--- src/hdl/rgbfx_pkg.sv ---
`default_nettype none
package rgbfx_pkg;

  localparam int FULL_SCALE_BITS_DEF = 12;
  localparam int LEVEL_BITS          = 9;
  localparam int LEVEL_MAX           = 256;
  localparam int LOOP_STEP           = 4;
  localparam int AMBER_NUM           = 2720;
  localparam int FLICKER_BASE        = 128;
  localparam int DUTY_BITS           = 13;
  localparam int LEVEL_SHIFT         = 8;

  typedef enum logic [2:0] {
    FN_SET_COLOR = 3'd0,
    FN_INIT      = 3'd1,
    FN_ON        = 3'd2,
    FN_OFF       = 3'd3,
    FN_LOOP      = 3'd4,
    FN_FLICKER   = 3'd5,
    FN_BLINK     = 3'd6,
    FN_TICK      = 3'd7
  } func_t;

  typedef enum logic [1:0] {
    FX_NONE    = 2'd0,
    FX_LOOP    = 2'd1,
    FX_FLICKER = 2'd2,
    FX_BLINK   = 2'd3
  } fx_t;

  typedef enum logic [1:0] {
    ST_DISABLED = 2'd0,
    ST_INIT     = 2'd1,
    ST_READY    = 2'd2
  } status_t;

  typedef enum logic [1:0] {
    REG_LOOP_PERIOD  = 2'd0,
    REG_BLINK_PERIOD = 2'd1,
    REG_FLICKER_MIN  = 2'd2
  } reg_idx_t;

  typedef enum logic [1:0] {
    PH_RED_UP   = 2'd0,
    PH_GREEN_UP = 2'd1,
    PH_BLUE_UP  = 2'd2
  } loop_phase_t;

  typedef enum logic [2:0] {
    G_IDLE,
    G_SQ,
    G_CU,
    G_RND,
    G_LV
  } g_state_t;

  typedef enum logic [1:0] {
    C_IDLE,
    C_LOAD,
    C_WAIT,
    C_EMIT
  } ctl_state_t;

endpackage
`default_nettype wire

--- src/hdl/rgbfx_gamma.sv ---
`default_nettype none
// Bit-serial shift-add unit: x*x, then *x, round, then *level >> 8.
module rgbfx_gamma #(
  parameter int FULL_SCALE_BITS = rgbfx_pkg::FULL_SCALE_BITS_DEF
) (
  input  wire logic                       clk,
  input  wire logic                       rst_n,
  input  wire logic                       start,
  input  wire logic [FULL_SCALE_BITS:0]   x,
  input  wire logic [rgbfx_pkg::LEVEL_BITS-1:0] lvl,
  output logic                            done,
  output logic [FULL_SCALE_BITS:0]        duty
);

  localparam int XW = FULL_SCALE_BITS + 1;
  localparam int AW = 3 * FULL_SCALE_BITS + 3;
  localparam int CW = $clog2(XW + 1);
  localparam int SH = 2 * FULL_SCALE_BITS - 1;

  rgbfx_pkg::g_state_t state_r, state_nxt;
  logic [AW-1:0] a_r, a_nxt, acc_r, acc_nxt, acc_sum, cube_shr;
  logic [XW-1:0] b_r, b_nxt, x_r, x_nxt, duty_r, duty_nxt, g_val;
  logic [rgbfx_pkg::LEVEL_BITS-1:0] lvl_r, lvl_nxt;
  logic [CW-1:0] cnt_r, cnt_nxt;
  logic          done_r, done_nxt, last;

  assign acc_sum  = acc_r + (b_r[0] ? a_r : '0);
  assign cube_shr = acc_r >> SH;
  assign g_val    = XW'((cube_shr + AW'(1)) >> 1);
  assign last     = (cnt_r == CW'(1));

  always_comb begin
    state_nxt = state_r;
    unique case (state_r)
      rgbfx_pkg::G_IDLE: if (start) state_nxt = rgbfx_pkg::G_SQ;
      rgbfx_pkg::G_SQ:   if (last) state_nxt = rgbfx_pkg::G_CU;
      rgbfx_pkg::G_CU:   if (last) state_nxt = rgbfx_pkg::G_RND;
      rgbfx_pkg::G_RND:  state_nxt = rgbfx_pkg::G_LV;
      rgbfx_pkg::G_LV:   if (last) state_nxt = rgbfx_pkg::G_IDLE;
      default:           state_nxt = rgbfx_pkg::G_IDLE;
    endcase
  end

  always_comb begin
    a_nxt    = a_r;
    b_nxt    = b_r;
    acc_nxt  = acc_r;
    cnt_nxt  = cnt_r;
    x_nxt    = x_r;
    lvl_nxt  = lvl_r;
    duty_nxt = duty_r;
    done_nxt = 1'b0;
    unique case (state_r)
      rgbfx_pkg::G_IDLE: begin
        if (start) begin
          x_nxt   = x;
          lvl_nxt = lvl;
          a_nxt   = AW'(x);
          b_nxt   = x;
          acc_nxt = '0;
          cnt_nxt = CW'(XW);
        end
      end
      rgbfx_pkg::G_SQ, rgbfx_pkg::G_CU, rgbfx_pkg::G_LV: begin
        a_nxt   = a_r << 1;
        b_nxt   = b_r >> 1;
        acc_nxt = acc_sum;
        cnt_nxt = cnt_r - CW'(1);
        if (last && state_r == rgbfx_pkg::G_SQ) begin
          a_nxt   = acc_sum;
          b_nxt   = x_r;
          acc_nxt = '0;
          cnt_nxt = CW'(XW);
        end
        if (last && state_r == rgbfx_pkg::G_LV) begin
          done_nxt = 1'b1;
          duty_nxt = XW'(acc_sum >> rgbfx_pkg::LEVEL_SHIFT);
        end
      end
      rgbfx_pkg::G_RND: begin
        a_nxt   = AW'(g_val);
        b_nxt   = XW'(lvl_r);
        acc_nxt = '0;
        cnt_nxt = CW'(rgbfx_pkg::LEVEL_BITS);
      end
      default: ;
    endcase
  end

  always_ff @(posedge clk) begin
    if (!rst_n) begin
      state_r <= rgbfx_pkg::G_IDLE;
      done_r  <= 1'b0;
      cnt_r   <= '0;
    end else begin
      state_r <= state_nxt;
      done_r  <= done_nxt;
      cnt_r   <= cnt_nxt;
    end
  end

  always_ff @(posedge clk) begin
    a_r    <= a_nxt;
    b_r    <= b_nxt;
    acc_r  <= acc_nxt;
    x_r    <= x_nxt;
    lvl_r  <= lvl_nxt;
    duty_r <= duty_nxt;
  end

  assign done = done_r;
  assign duty = duty_r;

endmodule
`default_nettype wire

--- src/hdl/rgb_led_gamma_effect_controller_unit.sv ---
`default_nettype none
// Three-channel LED duty generator with gamma correction and color effects.
// One command or millisecond tick per input transfer, one status transfer out
// per command. Commands that rewrite the duties run the three channels one
// after another through a single bit-serial gamma unit: each channel runs the
// square and then the cube by shift-add over x, a rounding step and the
// shift-add brightness product by the level. A new command is taken while the
// previous result still waits on the output.
module rgb_led_gamma_effect_controller_unit #(
  parameter int FULL_SCALE_BITS = rgbfx_pkg::FULL_SCALE_BITS_DEF
) (
  input  wire logic        clk,
  input  wire logic        rst_n,
  input  wire logic        in_tvalid,
  output logic             in_tready,
  // red[15:0] green[31:16] blue[47:32] level[63:48] rand_level[70:64] rand_delay[78:71]
  input  wire logic [79:0] in_tdata,
  // func[2:0]
  input  wire logic [2:0]  in_tuser,
  output logic             out_tvalid,
  input  wire logic        out_tready,
  // duty_red[12:0] duty_green[25:13] duty_blue[38:26] pwm_on[39] status[41:40]
  // effect_code[43:42]
  output logic [47:0]      out_tdata,
  input  wire logic        cfg_psel,
  input  wire logic        cfg_penable,
  input  wire logic        cfg_pwrite,
  input  wire logic [3:0]  cfg_paddr,
  input  wire logic [31:0] cfg_pwdata,
  output logic [31:0]      cfg_prdata,
  output logic             cfg_pready
);

  localparam int XW        = FULL_SCALE_BITS + 1;
  localparam int LW        = rgbfx_pkg::LEVEL_BITS;
  localparam int FULL_INT  = 1 << FULL_SCALE_BITS;
  localparam int AMBER_INT = (rgbfx_pkg::AMBER_NUM * FULL_INT) >> 12;
  localparam int BRED_INT  = (256 * FULL_INT) >> 12;
  localparam logic [XW-1:0] FULL_C  = XW'(FULL_INT);
  localparam logic [XW-1:0] AMBER_C = XW'(AMBER_INT);
  localparam logic [XW-1:0] BRED_C  = XW'(BRED_INT);
  localparam logic [XW-1:0] STEP_C  = XW'(rgbfx_pkg::LOOP_STEP);
  localparam logic [LW-1:0] LMAX_C  = LW'(rgbfx_pkg::LEVEL_MAX);

  // config registers
  logic [7:0] loop_period_r, blink_period_r, flick_min_r;
  logic       cfg_wr;
  rgbfx_pkg::reg_idx_t cfg_idx;

  assign cfg_pready = 1'b1;
  assign cfg_wr     = cfg_psel & cfg_penable & cfg_pwrite;
  assign cfg_idx    = rgbfx_pkg::reg_idx_t'(cfg_paddr[3:2]);

  always_comb begin
    cfg_prdata = '0;
    unique case (cfg_idx)
      rgbfx_pkg::REG_LOOP_PERIOD:  cfg_prdata = 32'(loop_period_r);
      rgbfx_pkg::REG_BLINK_PERIOD: cfg_prdata = 32'(blink_period_r);
      rgbfx_pkg::REG_FLICKER_MIN:  cfg_prdata = 32'(flick_min_r);
      default:                     cfg_prdata = '0;
    endcase
  end

  always_ff @(posedge clk) begin
    if (!rst_n) begin
      loop_period_r  <= 8'd4;
      blink_period_r <= 8'd50;
      flick_min_r    <= 8'd5;
    end else if (cfg_wr) begin
      unique case (cfg_idx)
        rgbfx_pkg::REG_LOOP_PERIOD:  loop_period_r  <= cfg_pwdata[7:0];
        rgbfx_pkg::REG_BLINK_PERIOD: blink_period_r <= cfg_pwdata[7:0];
        rgbfx_pkg::REG_FLICKER_MIN:  flick_min_r    <= cfg_pwdata[7:0];
        default: ;
      endcase
    end
  end

  // input fields
  rgbfx_pkg::func_t func;
  logic [15:0] in_red, in_green, in_blue, in_level;
  logic [6:0]  rand_level;
  logic [7:0]  rand_delay;

  assign func       = rgbfx_pkg::func_t'(in_tuser);
  assign in_red     = in_tdata[15:0];
  assign in_green   = in_tdata[31:16];
  assign in_blue    = in_tdata[47:32];
  assign in_level   = in_tdata[63:48];
  assign rand_level = in_tdata[70:64];
  assign rand_delay = in_tdata[78:71];

  function automatic logic [XW-1:0] sat_color(input logic [15:0] v);
    return (32'(v) > 32'(FULL_INT)) ? FULL_C : XW'(v);
  endfunction

  // state
  rgbfx_pkg::ctl_state_t  state_r, state_nxt;
  rgbfx_pkg::status_t     status_r, status_nxt;
  rgbfx_pkg::fx_t         fx_code_r, fx_code_nxt, fx_kind_r, fx_kind_nxt;
  rgbfx_pkg::loop_phase_t fx_phase_r, fx_phase_nxt;
  logic [XW-1:0] user_color_r [3], user_color_nxt [3];
  logic [XW-1:0] fx_color_r [3], fx_color_nxt [3];
  logic [XW-1:0] duty_r [3], duty_nxt [3];
  logic [XW-1:0] job_color_r [3], job_color_nxt [3];
  logic [LW-1:0] user_level_r, user_level_nxt, fx_level_r, fx_level_nxt;
  logic [LW-1:0] job_lvl_r, job_lvl_nxt;
  logic [7:0]    countdown_r, countdown_nxt;
  logic          fx_running_r, fx_running_nxt, out_en_r, out_en_nxt;
  logic [1:0]    ch_r, ch_nxt;
  logic          out_valid_r, out_valid_nxt;
  logic [47:0]   out_data_r, out_data_nxt;

  logic accept, run_job, do_start, do_step, emit_load, g_start, g_done;
  rgbfx_pkg::fx_t start_kind, step_kind;
  logic [XW-1:0] g_duty;

  // control outputs
  always_comb begin
    in_tready = (state_r == rgbfx_pkg::C_IDLE);
    g_start   = (state_r == rgbfx_pkg::C_LOAD);
    emit_load = (state_r == rgbfx_pkg::C_EMIT) && (!out_valid_r || out_tready);
  end

  assign accept = in_tvalid & in_tready;

  always_comb begin
    state_nxt = state_r;
    unique case (state_r)
      rgbfx_pkg::C_IDLE: if (in_tvalid) state_nxt = run_job ? rgbfx_pkg::C_LOAD
                                                            : rgbfx_pkg::C_EMIT;
      rgbfx_pkg::C_LOAD: state_nxt = rgbfx_pkg::C_WAIT;
      rgbfx_pkg::C_WAIT: if (g_done) state_nxt = (ch_r == 2'd2) ? rgbfx_pkg::C_EMIT
                                                                : rgbfx_pkg::C_LOAD;
      rgbfx_pkg::C_EMIT: if (emit_load) state_nxt = rgbfx_pkg::C_IDLE;
      default:           state_nxt = rgbfx_pkg::C_IDLE;
    endcase
  end

  // command decode and effect stepping
  always_comb begin
    status_nxt     = status_r;
    fx_code_nxt    = fx_code_r;
    fx_kind_nxt    = fx_kind_r;
    fx_phase_nxt   = fx_phase_r;
    user_color_nxt = user_color_r;
    fx_color_nxt   = fx_color_r;
    duty_nxt       = duty_r;
    job_color_nxt  = job_color_r;
    user_level_nxt = user_level_r;
    fx_level_nxt   = fx_level_r;
    job_lvl_nxt    = job_lvl_r;
    countdown_nxt  = countdown_r;
    fx_running_nxt = fx_running_r;
    out_en_nxt     = out_en_r;
    ch_nxt         = ch_r;
    run_job        = 1'b0;
    do_start       = 1'b0;
    do_step        = 1'b0;
    start_kind     = rgbfx_pkg::FX_NONE;
    step_kind      = fx_kind_r;

    if (accept) begin
      ch_nxt = 2'd0;
      unique case (func)
        rgbfx_pkg::FN_SET_COLOR: begin
          fx_running_nxt    = 1'b0;
          user_color_nxt[0] = sat_color(in_red);
          user_color_nxt[1] = sat_color(in_green);
          user_color_nxt[2] = sat_color(in_blue);
          user_level_nxt    = (in_level > 16'(rgbfx_pkg::LEVEL_MAX)) ? LMAX_C
                                                                     : LW'(in_level);
          job_color_nxt     = user_color_nxt;
          job_lvl_nxt       = user_level_nxt;
          run_job           = 1'b1;
        end
        rgbfx_pkg::FN_INIT: begin
          status_nxt     = rgbfx_pkg::ST_INIT;
          fx_code_nxt    = rgbfx_pkg::FX_NONE;
          out_en_nxt     = 1'b0;
          for (int i = 0; i < 3; i++) begin
            duty_nxt[i]       = '0;
            user_color_nxt[i] = FULL_C;
          end
          user_level_nxt = LMAX_C;
        end
        rgbfx_pkg::FN_ON: begin
          if (status_r != rgbfx_pkg::ST_DISABLED) begin
            out_en_nxt    = 1'b1;
            job_color_nxt = user_color_r;
            job_lvl_nxt   = user_level_r;
            run_job       = 1'b1;
            status_nxt    = rgbfx_pkg::ST_READY;
            fx_code_nxt   = rgbfx_pkg::FX_NONE;
          end
        end
        rgbfx_pkg::FN_OFF: begin
          if (status_r != rgbfx_pkg::ST_DISABLED) begin
            fx_running_nxt = 1'b0;
            out_en_nxt     = 1'b0;
            status_nxt     = rgbfx_pkg::ST_INIT;
            fx_code_nxt    = rgbfx_pkg::FX_NONE;
          end
        end
        rgbfx_pkg::FN_LOOP: begin
          if (status_r == rgbfx_pkg::ST_READY && fx_code_r == rgbfx_pkg::FX_NONE) begin
            do_start   = 1'b1;
            start_kind = rgbfx_pkg::FX_LOOP;
          end
        end
        rgbfx_pkg::FN_FLICKER: begin
          if (status_r == rgbfx_pkg::ST_READY && fx_code_r == rgbfx_pkg::FX_NONE) begin
            do_start   = 1'b1;
            start_kind = rgbfx_pkg::FX_FLICKER;
          end
        end
        rgbfx_pkg::FN_BLINK: begin
          if (status_r == rgbfx_pkg::ST_READY) begin
            do_start   = 1'b1;
            start_kind = rgbfx_pkg::FX_BLINK;
          end
        end
        rgbfx_pkg::FN_TICK: begin
          if (fx_running_r) begin
            if (countdown_r <= 8'd1) do_step = 1'b1;
            else countdown_nxt = countdown_r - 8'd1;
          end
        end
      endcase
    end

    if (do_start) begin
      fx_phase_nxt   = rgbfx_pkg::PH_RED_UP;
      fx_running_nxt = 1'b1;
      fx_kind_nxt    = start_kind;
      fx_level_nxt   = LMAX_C;
      if (start_kind == rgbfx_pkg::FX_LOOP) begin
        fx_color_nxt[0] = '0;
        fx_color_nxt[1] = '0;
        fx_color_nxt[2] = FULL_C;
      end else begin
        for (int i = 0; i < 3; i++) fx_color_nxt[i] = FULL_C;
      end
      do_step     = 1'b1;
      step_kind   = start_kind;
      fx_code_nxt = start_kind;
    end

    if (do_step) begin
      unique case (step_kind)
        rgbfx_pkg::FX_LOOP: begin
          unique case (fx_phase_nxt)
            rgbfx_pkg::PH_RED_UP: begin
              fx_color_nxt[2] = fx_color_nxt[2] - STEP_C;
              fx_color_nxt[0] = fx_color_nxt[0] + STEP_C;
              if (fx_color_nxt[0] == FULL_C) fx_phase_nxt = rgbfx_pkg::PH_GREEN_UP;
            end
            rgbfx_pkg::PH_GREEN_UP: begin
              fx_color_nxt[0] = fx_color_nxt[0] - STEP_C;
              fx_color_nxt[1] = fx_color_nxt[1] + STEP_C;
              if (fx_color_nxt[1] == FULL_C) fx_phase_nxt = rgbfx_pkg::PH_BLUE_UP;
            end
            rgbfx_pkg::PH_BLUE_UP: begin
              fx_color_nxt[1] = fx_color_nxt[1] - STEP_C;
              fx_color_nxt[2] = fx_color_nxt[2] + STEP_C;
              if (fx_color_nxt[2] == FULL_C) fx_phase_nxt = rgbfx_pkg::PH_RED_UP;
            end
            default: ;
          endcase
          job_color_nxt = fx_color_nxt;
          job_lvl_nxt   = fx_level_nxt;
          countdown_nxt = loop_period_r;
          run_job       = 1'b1;
        end
        rgbfx_pkg::FX_FLICKER: begin
          fx_level_nxt     = LW'(rand_level) + LW'(rgbfx_pkg::FLICKER_BASE);
          countdown_nxt    = (rand_delay < flick_min_r) ? flick_min_r : rand_delay;
          job_color_nxt[0] = FULL_C;
          job_color_nxt[1] = AMBER_C;
          job_color_nxt[2] = '0;
          job_lvl_nxt      = fx_level_nxt;
          run_job          = 1'b1;
        end
        rgbfx_pkg::FX_BLINK: begin
          fx_level_nxt     = fx_level_nxt ^ LMAX_C;
          countdown_nxt    = blink_period_r;
          job_color_nxt[0] = BRED_C;
          job_color_nxt[1] = '0;
          job_color_nxt[2] = '0;
          job_lvl_nxt      = fx_level_nxt;
          run_job          = 1'b1;
        end
        rgbfx_pkg::FX_NONE: ;
      endcase
    end

    if (state_r == rgbfx_pkg::C_WAIT && g_done) begin
      duty_nxt[ch_r] = g_duty;
      ch_nxt         = ch_r + 2'd1;
    end
  end

  rgbfx_gamma #(
    .FULL_SCALE_BITS(FULL_SCALE_BITS)
  ) u_gamma (
    .clk   (clk),
    .rst_n (rst_n),
    .start (g_start),
    .x     (job_color_r[ch_r]),
    .lvl   (job_lvl_r),
    .done  (g_done),
    .duty  (g_duty)
  );

  // output register
  always_comb begin
    out_data_nxt = {4'b0000, fx_code_r, status_r, out_en_r,
                    rgbfx_pkg::DUTY_BITS'(duty_r[2]),
                    rgbfx_pkg::DUTY_BITS'(duty_r[1]),
                    rgbfx_pkg::DUTY_BITS'(duty_r[0])};
    if (emit_load)       out_valid_nxt = 1'b1;
    else if (out_tready) out_valid_nxt = 1'b0;
    else                 out_valid_nxt = out_valid_r;
  end

  always_ff @(posedge clk) begin
    if (!rst_n) begin
      state_r      <= rgbfx_pkg::C_IDLE;
      status_r     <= rgbfx_pkg::ST_DISABLED;
      fx_code_r    <= rgbfx_pkg::FX_NONE;
      fx_kind_r    <= rgbfx_pkg::FX_NONE;
      fx_phase_r   <= rgbfx_pkg::PH_RED_UP;
      user_level_r <= '0;
      fx_level_r   <= '0;
      countdown_r  <= '0;
      fx_running_r <= 1'b0;
      out_en_r     <= 1'b0;
      ch_r         <= '0;
      out_valid_r  <= 1'b0;
      for (int i = 0; i < 3; i++) begin
        user_color_r[i] <= '0;
        fx_color_r[i]   <= '0;
        duty_r[i]       <= '0;
      end
    end else begin
      state_r      <= state_nxt;
      status_r     <= status_nxt;
      fx_code_r    <= fx_code_nxt;
      fx_kind_r    <= fx_kind_nxt;
      fx_phase_r   <= fx_phase_nxt;
      user_level_r <= user_level_nxt;
      fx_level_r   <= fx_level_nxt;
      countdown_r  <= countdown_nxt;
      fx_running_r <= fx_running_nxt;
      out_en_r     <= out_en_nxt;
      ch_r         <= ch_nxt;
      out_valid_r  <= out_valid_nxt;
      user_color_r <= user_color_nxt;
      fx_color_r   <= fx_color_nxt;
      duty_r       <= duty_nxt;
    end
  end

  always_ff @(posedge clk) begin
    job_color_r <= job_color_nxt;
    job_lvl_r   <= job_lvl_nxt;
    if (emit_load) out_data_r <= out_data_nxt;
  end

  assign out_tvalid = out_valid_r;
  assign out_tdata  = out_data_r;

endmodule
`default_nettype wire

--- config.mk ---
export PLATFORM = sky130hd
export DESIGN_NAME = rgb_led_gamma_effect_controller_unit
export DESIGN_NICKNAME = d
export VERILOG_FILES = /design/src/hdl/rgbfx_pkg.sv /design/src/hdl/rgbfx_gamma.sv /design/src/hdl/rgb_led_gamma_effect_controller_unit.sv
export SDC_FILE = /design/constraint.sdc
export NUM_CORES = 1
export LEC_CHECK = 0
export BUFFER_PORTS_ARGS = -buffer_cell sky130_fd_sc_hd__buf_2
export CAP_MARGIN = 20
export CORE_UTILIZATION = 50
export CTS_BUF_LIST = sky130_fd_sc_hd__clkbuf_8
export CTS_CLUSTER_SIZE = 10
export DETAILED_ROUTE_END_ITERATION = 12
export PLACE_DENSITY_LB_ADDON = 0.1
export SETUP_SLACK_MARGIN = 0.05
export SLEW_MARGIN = 20
export SYNTH_ARGS = -nofsm -noshare
export SYNTH_HDL_FRONTEND = slang
export SYNTH_SLANG_ARGS = --single-unit
--- constraint.sdc ---
create_clock -name clk -period 3.6 [get_ports clk]
set_input_delay 0.54 -clock clk [delete_from_list [all_inputs] [get_ports clk]]
set_output_delay 0.54 -clock clk [all_outputs]
set_load 0.05 [all_outputs]
-- Word-level counts from Yosys, hierarchy flattened
Cells that the tools add are included.
- order comparisons: 8
- add/subtract/negate cells: 12
- mux-type cells: 112
- bitwise operators: 5
- reduce and logical (&&, ||, !) cells: 40
- equality and inequality tests: 39
- operators with widths (operator ; number):
    $mux W39 ; 15
    $pmux W39 S3 ; 3
    $pmux W39 S2 ; 2
    $mux W13 ; 8
    $pmux W13 S2 ; 3
    $mux W9 ; 6
    $pmux W9 S2 ; 3
    $gt A16 B13 Y1 const B ; 3
    $mux W8 ; 6
    $pmux W8 S3 ; 2
    $mux W2 ; 22
    $add A13 B3 Y13 const B ; 3
    $add A39 B39 Y39 ; 1
    $bwmux W39 ; 1
    $eq A13 B13 Y1 const B ; 3
    $pmux W13 S3 ; 1
    $sub A13 B3 Y13 const B ; 3
    $pmux W9 S3 ; 1
    $bmux W13 S2 ; 1
    $demux W13 S2 ; 1
    $mux W1 ; 20
    $pmux W2 S3 ; 3
    $eq A2 B2 Y1 const B ; 8
    $gt A16 B9 Y1 const B ; 1
    other kinds (41) ; 96
- logic and storage cells: 254
- output and inout bits: 83
- register bits after elaboration: 408
- input port bits: 126

-- Depth between registers and ports, before layout
- word-level depth: 14
- gate-level depth with buffers: 19
- gate-level depth less buffers: 13

-- Hierarchy
Synthesis repeated with hierarchy kept, for this count alone.
- cells, all modules: 2470
- area total of the unflattened synthesis: 22082.4 um2
- by module, submodules not included (module ; instances ; sequential area each (um2) ; cells each ; area an instance (um2)):
    rgb_led_gamma_effect_controller_unit ; 1 ; 5875.6 ; 1728 ; 14355.0
    rgbfx_gamma ; 1 ; 3823.7 ; 742 ; 7727.4

-- Worst setup path before layout
Ideal clock, no wire load.
- path type: input port to flip-flop
- start point: input port in_tuser[1]
- end point: register fx_phase_r[0]
- data required time: 3478 ps
- library setup time: 122 ps
- buffers on the path: 5
- setup slack: -143 ps
- arrival: 3621 ps
- stages on the path: 17
- cell sequence: or3_1 a211o_4 buf_6 buf_6 buf_2 buf_1 nand2_1 inv_1 ha_1 clkbuf_1 and4_1 nand2_1 xor2_1 o2111ai_1 a211oi_1 o21ai_0 o311a_1
- word-level cells in the longest chain between the ends: 12
- elaborated cells between the ends (all ways): 33
- those cells by class: 3 x add/sub; 11 x eq/ne; 17 x mux; 2 x reduce/logical
- RTL lines (item ; RTL line ; text):
    start: declaration ; rgb_led_gamma_effect_controller_unit.sv:19 ; input wire logic [2:0] in_tuser,
    $eq A3 B3 Y1 ; rgb_led_gamma_effect_controller_unit.sv:165 ; unique case (func)
    $pmux W2 S3 ; rgb_led_gamma_effect_controller_unit.sv:165 ;
    $mux W2 ; rgb_led_gamma_effect_controller_unit.sv:163 ; if (accept) begin
    $eq A2 B1 Y1 ; rgb_led_gamma_effect_controller_unit.sv:237 ; if (start_kind == rgbfx_pkg::FX_LOOP) begin
    $mux W39 ; rgb_led_gamma_effect_controller_unit.sv:237 ;
    $mux W39 ; rgb_led_gamma_effect_controller_unit.sv:232 ; if (do_start) begin
    $add A13 B3 Y13 (on tied branches) ; rgb_led_gamma_effect_controller_unit.sv:260, rgb_led_gamma_effect_controller_unit.sv:255 ;
    $eq A13 B13 Y1 (on tied branches) ; rgb_led_gamma_effect_controller_unit.sv:261, rgb_led_gamma_effect_controller_unit.sv:256 ;
    $mux W2 (on tied branches) ; rgb_led_gamma_effect_controller_unit.sv:261, rgb_led_gamma_effect_controller_unit.sv:256 ;
    $pmux W2 S3 ; rgb_led_gamma_effect_controller_unit.sv:252 ; unique case (fx_phase_nxt)
    $mux W2 ; rgb_led_gamma_effect_controller_unit.sv:250 ; unique case (step_kind)
    $mux W2 (*) ; rgb_led_gamma_effect_controller_unit.sv:249 ; if (do_step) begin
    end signal: assignment ; rgb_led_gamma_effect_controller_unit.sv:332 ; fx_phase_r <= rgbfx_pkg::PH_RED_UP;
    end signal: assignment ; rgb_led_gamma_effect_controller_unit.sv:350 ; fx_phase_r <= fx_phase_nxt;
    end: declaration ; rgb_led_gamma_effect_controller_unit.sv:101 ; rgbfx_pkg::loop_phase_t fx_phase_r, fx_phase_nxt;
Every way passes the cells marked *; elsewhere a longest branch is shown, timed or not.
A chain may end at the register's enable or synchronous reset.

-- Worst setup path in the final report
- start point: register u_gamma.b_r[0]
- end point: register u_gamma.a_r[21] (data pin)
- word-level cells in the longest chain between the ends: 4
- RTL lines (item ; RTL line ; text):
    start: declaration ; rgbfx_gamma.sv:22 ; logic [XW-1:0] b_r, b_nxt, x_r, x_nxt, duty_r, duty_nxt, g_val;
    start signal: assignment ; rgbfx_gamma.sv:104 ; b_r <= b_nxt;
    $mux W39 ; rgbfx_gamma.sv:27 ; assign acc_sum = acc_r + (b_r[0] ? a_r : '0);
    $add A39 B39 Y39 ; rgbfx_gamma.sv:27 ;
    $mux W39 ; rgbfx_gamma.sv:69 ; if (last && state_r == rgbfx_pkg::G_SQ) begin
    $pmux W39 S3 ; rgbfx_gamma.sv:53 ; unique case (state_r)
    net u_gamma.a_nxt[21] ; rgbfx_gamma.sv:21 ; logic [AW-1:0] a_r, a_nxt, acc_r, acc_nxt, acc_sum, cube_shr;
    end signal: assignment ; rgbfx_gamma.sv:103 ; a_r <= a_nxt;
    end: declaration ; rgbfx_gamma.sv:21 ;
The timed path passes the listed nets, and every way through them passes these cells.

==> run summary <==
Dominant synthesized flop cell = dfxtp_1
Register area share after synthesis = 45.0%
Number of buffers added on ports = 152
Syn avg cell area = 8.95 µm²
Clock Tree Root = clkbuf_8
Max-cap violation count = 0
Share of layout cells above drive strength 1 = 15.5%
Via Count = 19.1k
FILL cells = 3797
Min Tclk post-route = 3.36 ns
Post-Layout Inst Area = 24400 µm²
Max Clock Freq = 0.298 GHz
Netlist Area Pre-Place = 21500 µm²
Most common cell after layout, fill and taps aside = nor2_1
Antenna-violating nets left = 0
Worst Path Max Fanout = 27
Core footprint = 42200 µm²
Final Skew = 0.0247 ns
Final Util = 57.9%
Hold Vio Cnt, Final = 0
Sum Neg Setup Slack = 0 ns
Power density cells = 448 nW/µm²
Static leakage = 9.40 nW
First-pass GRT wire length = 97600 µm
Final HPWL DP = 43900 µm
CTS tree = done
Worst slew margin = 30.3%
Hold WS = 0.159 ns
# nets final = 2753
Largest net degree at the start of global routing = 70
Setup slack after layout = 0.240 ns
Post-synthesis mux area share = 2.67%
Synth Register Bits = 402
Adder-cell share of the synthesized area = 3.81%
Yosys top cell area share = 23.0%
RSZ-0062 raised after global routing = yes
Total clock sinks = 402
Area growth syn-to-layout = 13.5%
H-tree Lvls = 3
Largest family of logic cells by synthesized area = compound AO/OA/AOI/OAI gates
Worst EP arrival = 3.70 ns
Setup crit start kind = flip-flop
Die W = 210 µm
Synth area leaders = edfxtp_1, dfxtp_1, nor2_1
Row count = 75
Crit path kind = flip-flop to flip-flop
Multi-input gate area = 10900 µm²
GPL Wtd Cong = 0.914
Clk_lat worst skew = 0.64 ns
Library cells used by synthesis = 96
GRT overflow = 0
Worst-Margin Slew = 1.05 ns
Cell Area, Placed = 23000 µm²
Starting Density = 51.0%
VDD IR max = 0.000344 V
XOR/XNOR Fraction of Synth Area = 2.85%
CTS Buf Count = 70
Setup WS pre-CTS = 0.0770 ns
Die footprint = 43900 µm²
Crit end category = flip-flop
GR Util All Layers = 28.0%
Storage element area = 9700 µm²
Worst Hold Class = input port to flip-flop
Vias per Instance = 6.04
Status = complete, no violations
Post-synth EDFFs = 165
Post-Synthesis Cells = 2407
Drt total wl = 62600 µm
Compound-cell area share of the yosys netlist = 22.7%
Wire per inst = 19.8 µm
Fin crit share = 93.3%
Yosys top cell by area = edfxtp_1
DR iter-0 viols = 1501
Synth Area in Simple Gates = 17.8%
Initial antenna violation count = 3
Vias in the first global route = 18.2k
Hold Buf Count CTS = 0
DR DRC count = 0
Die height = 210 µm
Final setup fails = 0
Async SR Flop Fraction = 0%
Synth Warn # = 0
Worst Path Required = 3.95 ns
Final Max Slew Viols = 0
Clk slew on worst S/H paths = 0.05 ns
Clock Tree Buf Depth = 3
Drt pass-1 iters = 6
Most frequent cells in the layout = nor2_1, dfxtp_1, nand2_1
IO Pins = 209
state kept, by name (all words and copies together) (netlist names), 9 cells and up:
| name | flops |
|---|---|
| u_gamma.a_r | 37 |
| job_color_r | 39 |
| job_lvl_r | 9 |
| user_level_r | 9 |
| u_gamma.acc_r | 37 |
| u_gamma.lvl_r | 9 |
| fx_color_r | 39 |
| u_gamma.b_r | 13 |
| user_color_r | 39 |
| u_gamma.duty | 13 |
| out_tdata | 43 |
| fx_level_r | 9 |
| u_gamma.x_r | 13 |
| duty_r | 39 |
critical path, cell delays in order (launching register included):
cell	delay, ns
edfxtp_1	0.44
buf_12	0.19
and2_1	0.14
ha_1	0.34
a21oi_1	0.23
o21ai_0	0.13
a211o_1	0.34
buf_4	0.15
a31o_2	0.27
a31o_2	0.29
a211oi_1	0.26
xor2_1	0.21
o21ai_0	0.10
final cells by class:
| type | instances | share of cell area [%] |
|---|---|---|
| timing repair buffer | 252 | 6.54 |
| antenna | 1 | 0.0102 |
| clock buffer | 81 | 4.56 |
| inverter | 49 | 0.763 |
| tap | 539 | 2.76 |
| sequential | 402 | 39.7 |
| clock inverter | 45 | 1.05 |
| multi-input combinational | 1787 | 44.6 |
path summary, 6_finish.rpt:
check	startpoint	endpoint	slack, ns	cells past startpoint
max	u_gamma.b_r[0]$_DFFE_PP_	u_gamma.a_r[21]$_DFFE_PP_	0.24	12
min reg2reg	duty_r[37]$_SDFF_PN0_	out_tdata[11]$_DFFE_PP_	0.43	0
max reg2reg	u_gamma.b_r[0]$_DFFE_PP_	u_gamma.a_r[21]$_DFFE_PP_	0.24	12
min	cfg_pwdata[0]	flick_min_r[0]$_SDFFE_PN1P_	0.16	3
power by group:
group          switching, mW  internal [mW]  leakage, nW
sequential             0.110           5.00         3.48
clock                   1.94           2.21        0.789
combinational           1.11          0.584         5.14
total                   3.16           7.79         9.40
layer usage:
metal	vias up	track usage [%]	part of all wire, %
met2	656	46.9	48
met3	142	4.16	5.8
met1	9157	35.4	42
met4	6	13.4	4.2
li1	9115	-	-
met5	-	0	0.062
stage by stage:
step | total power, mW | instances
floorplan | 6.37 | 2434
global placement | 6.84 | 3028
detailed placement | 6.87 | 3028
CTS | 11.0 | 3154
global route | 11.4 | 3155
finish | 11.0 | 3156
cells in the mapped netlist (51+ instances only):
| master | number |
|---|---|
| edfxtp_1 | 165 |
| o21ai_0 | 174 |
| a22oi_1 | 124 |
| dfxtp_1 | 237 |
| clkbuf_1 | 126 |
| and2_1 | 64 |
| nor2_1 | 269 |
| a21oi_1 | 174 |
| nand3_1 | 89 |
| nor3_1 | 51 |
| mux2i_1 | 54 |
| ha_1 | 64 |
| nand2_1 | 222 |
what timing repair did:
action                     CTS  global route
resized for setup            0             6
setup endpoints to repair    0            11
setup buffers                0             1
kinds of logic after synthesis:
kind of cell | Yosys count
AOI/OAI and AO/OA | 739
xor gates and xnor gates | 70
adders and majority gates | 65
buffers and inverters | 245
DFF | 402
muxes | 57
other | 2
and+or+nand+nor | 827
No activity file was read; power rests on OpenSTA's default activity.
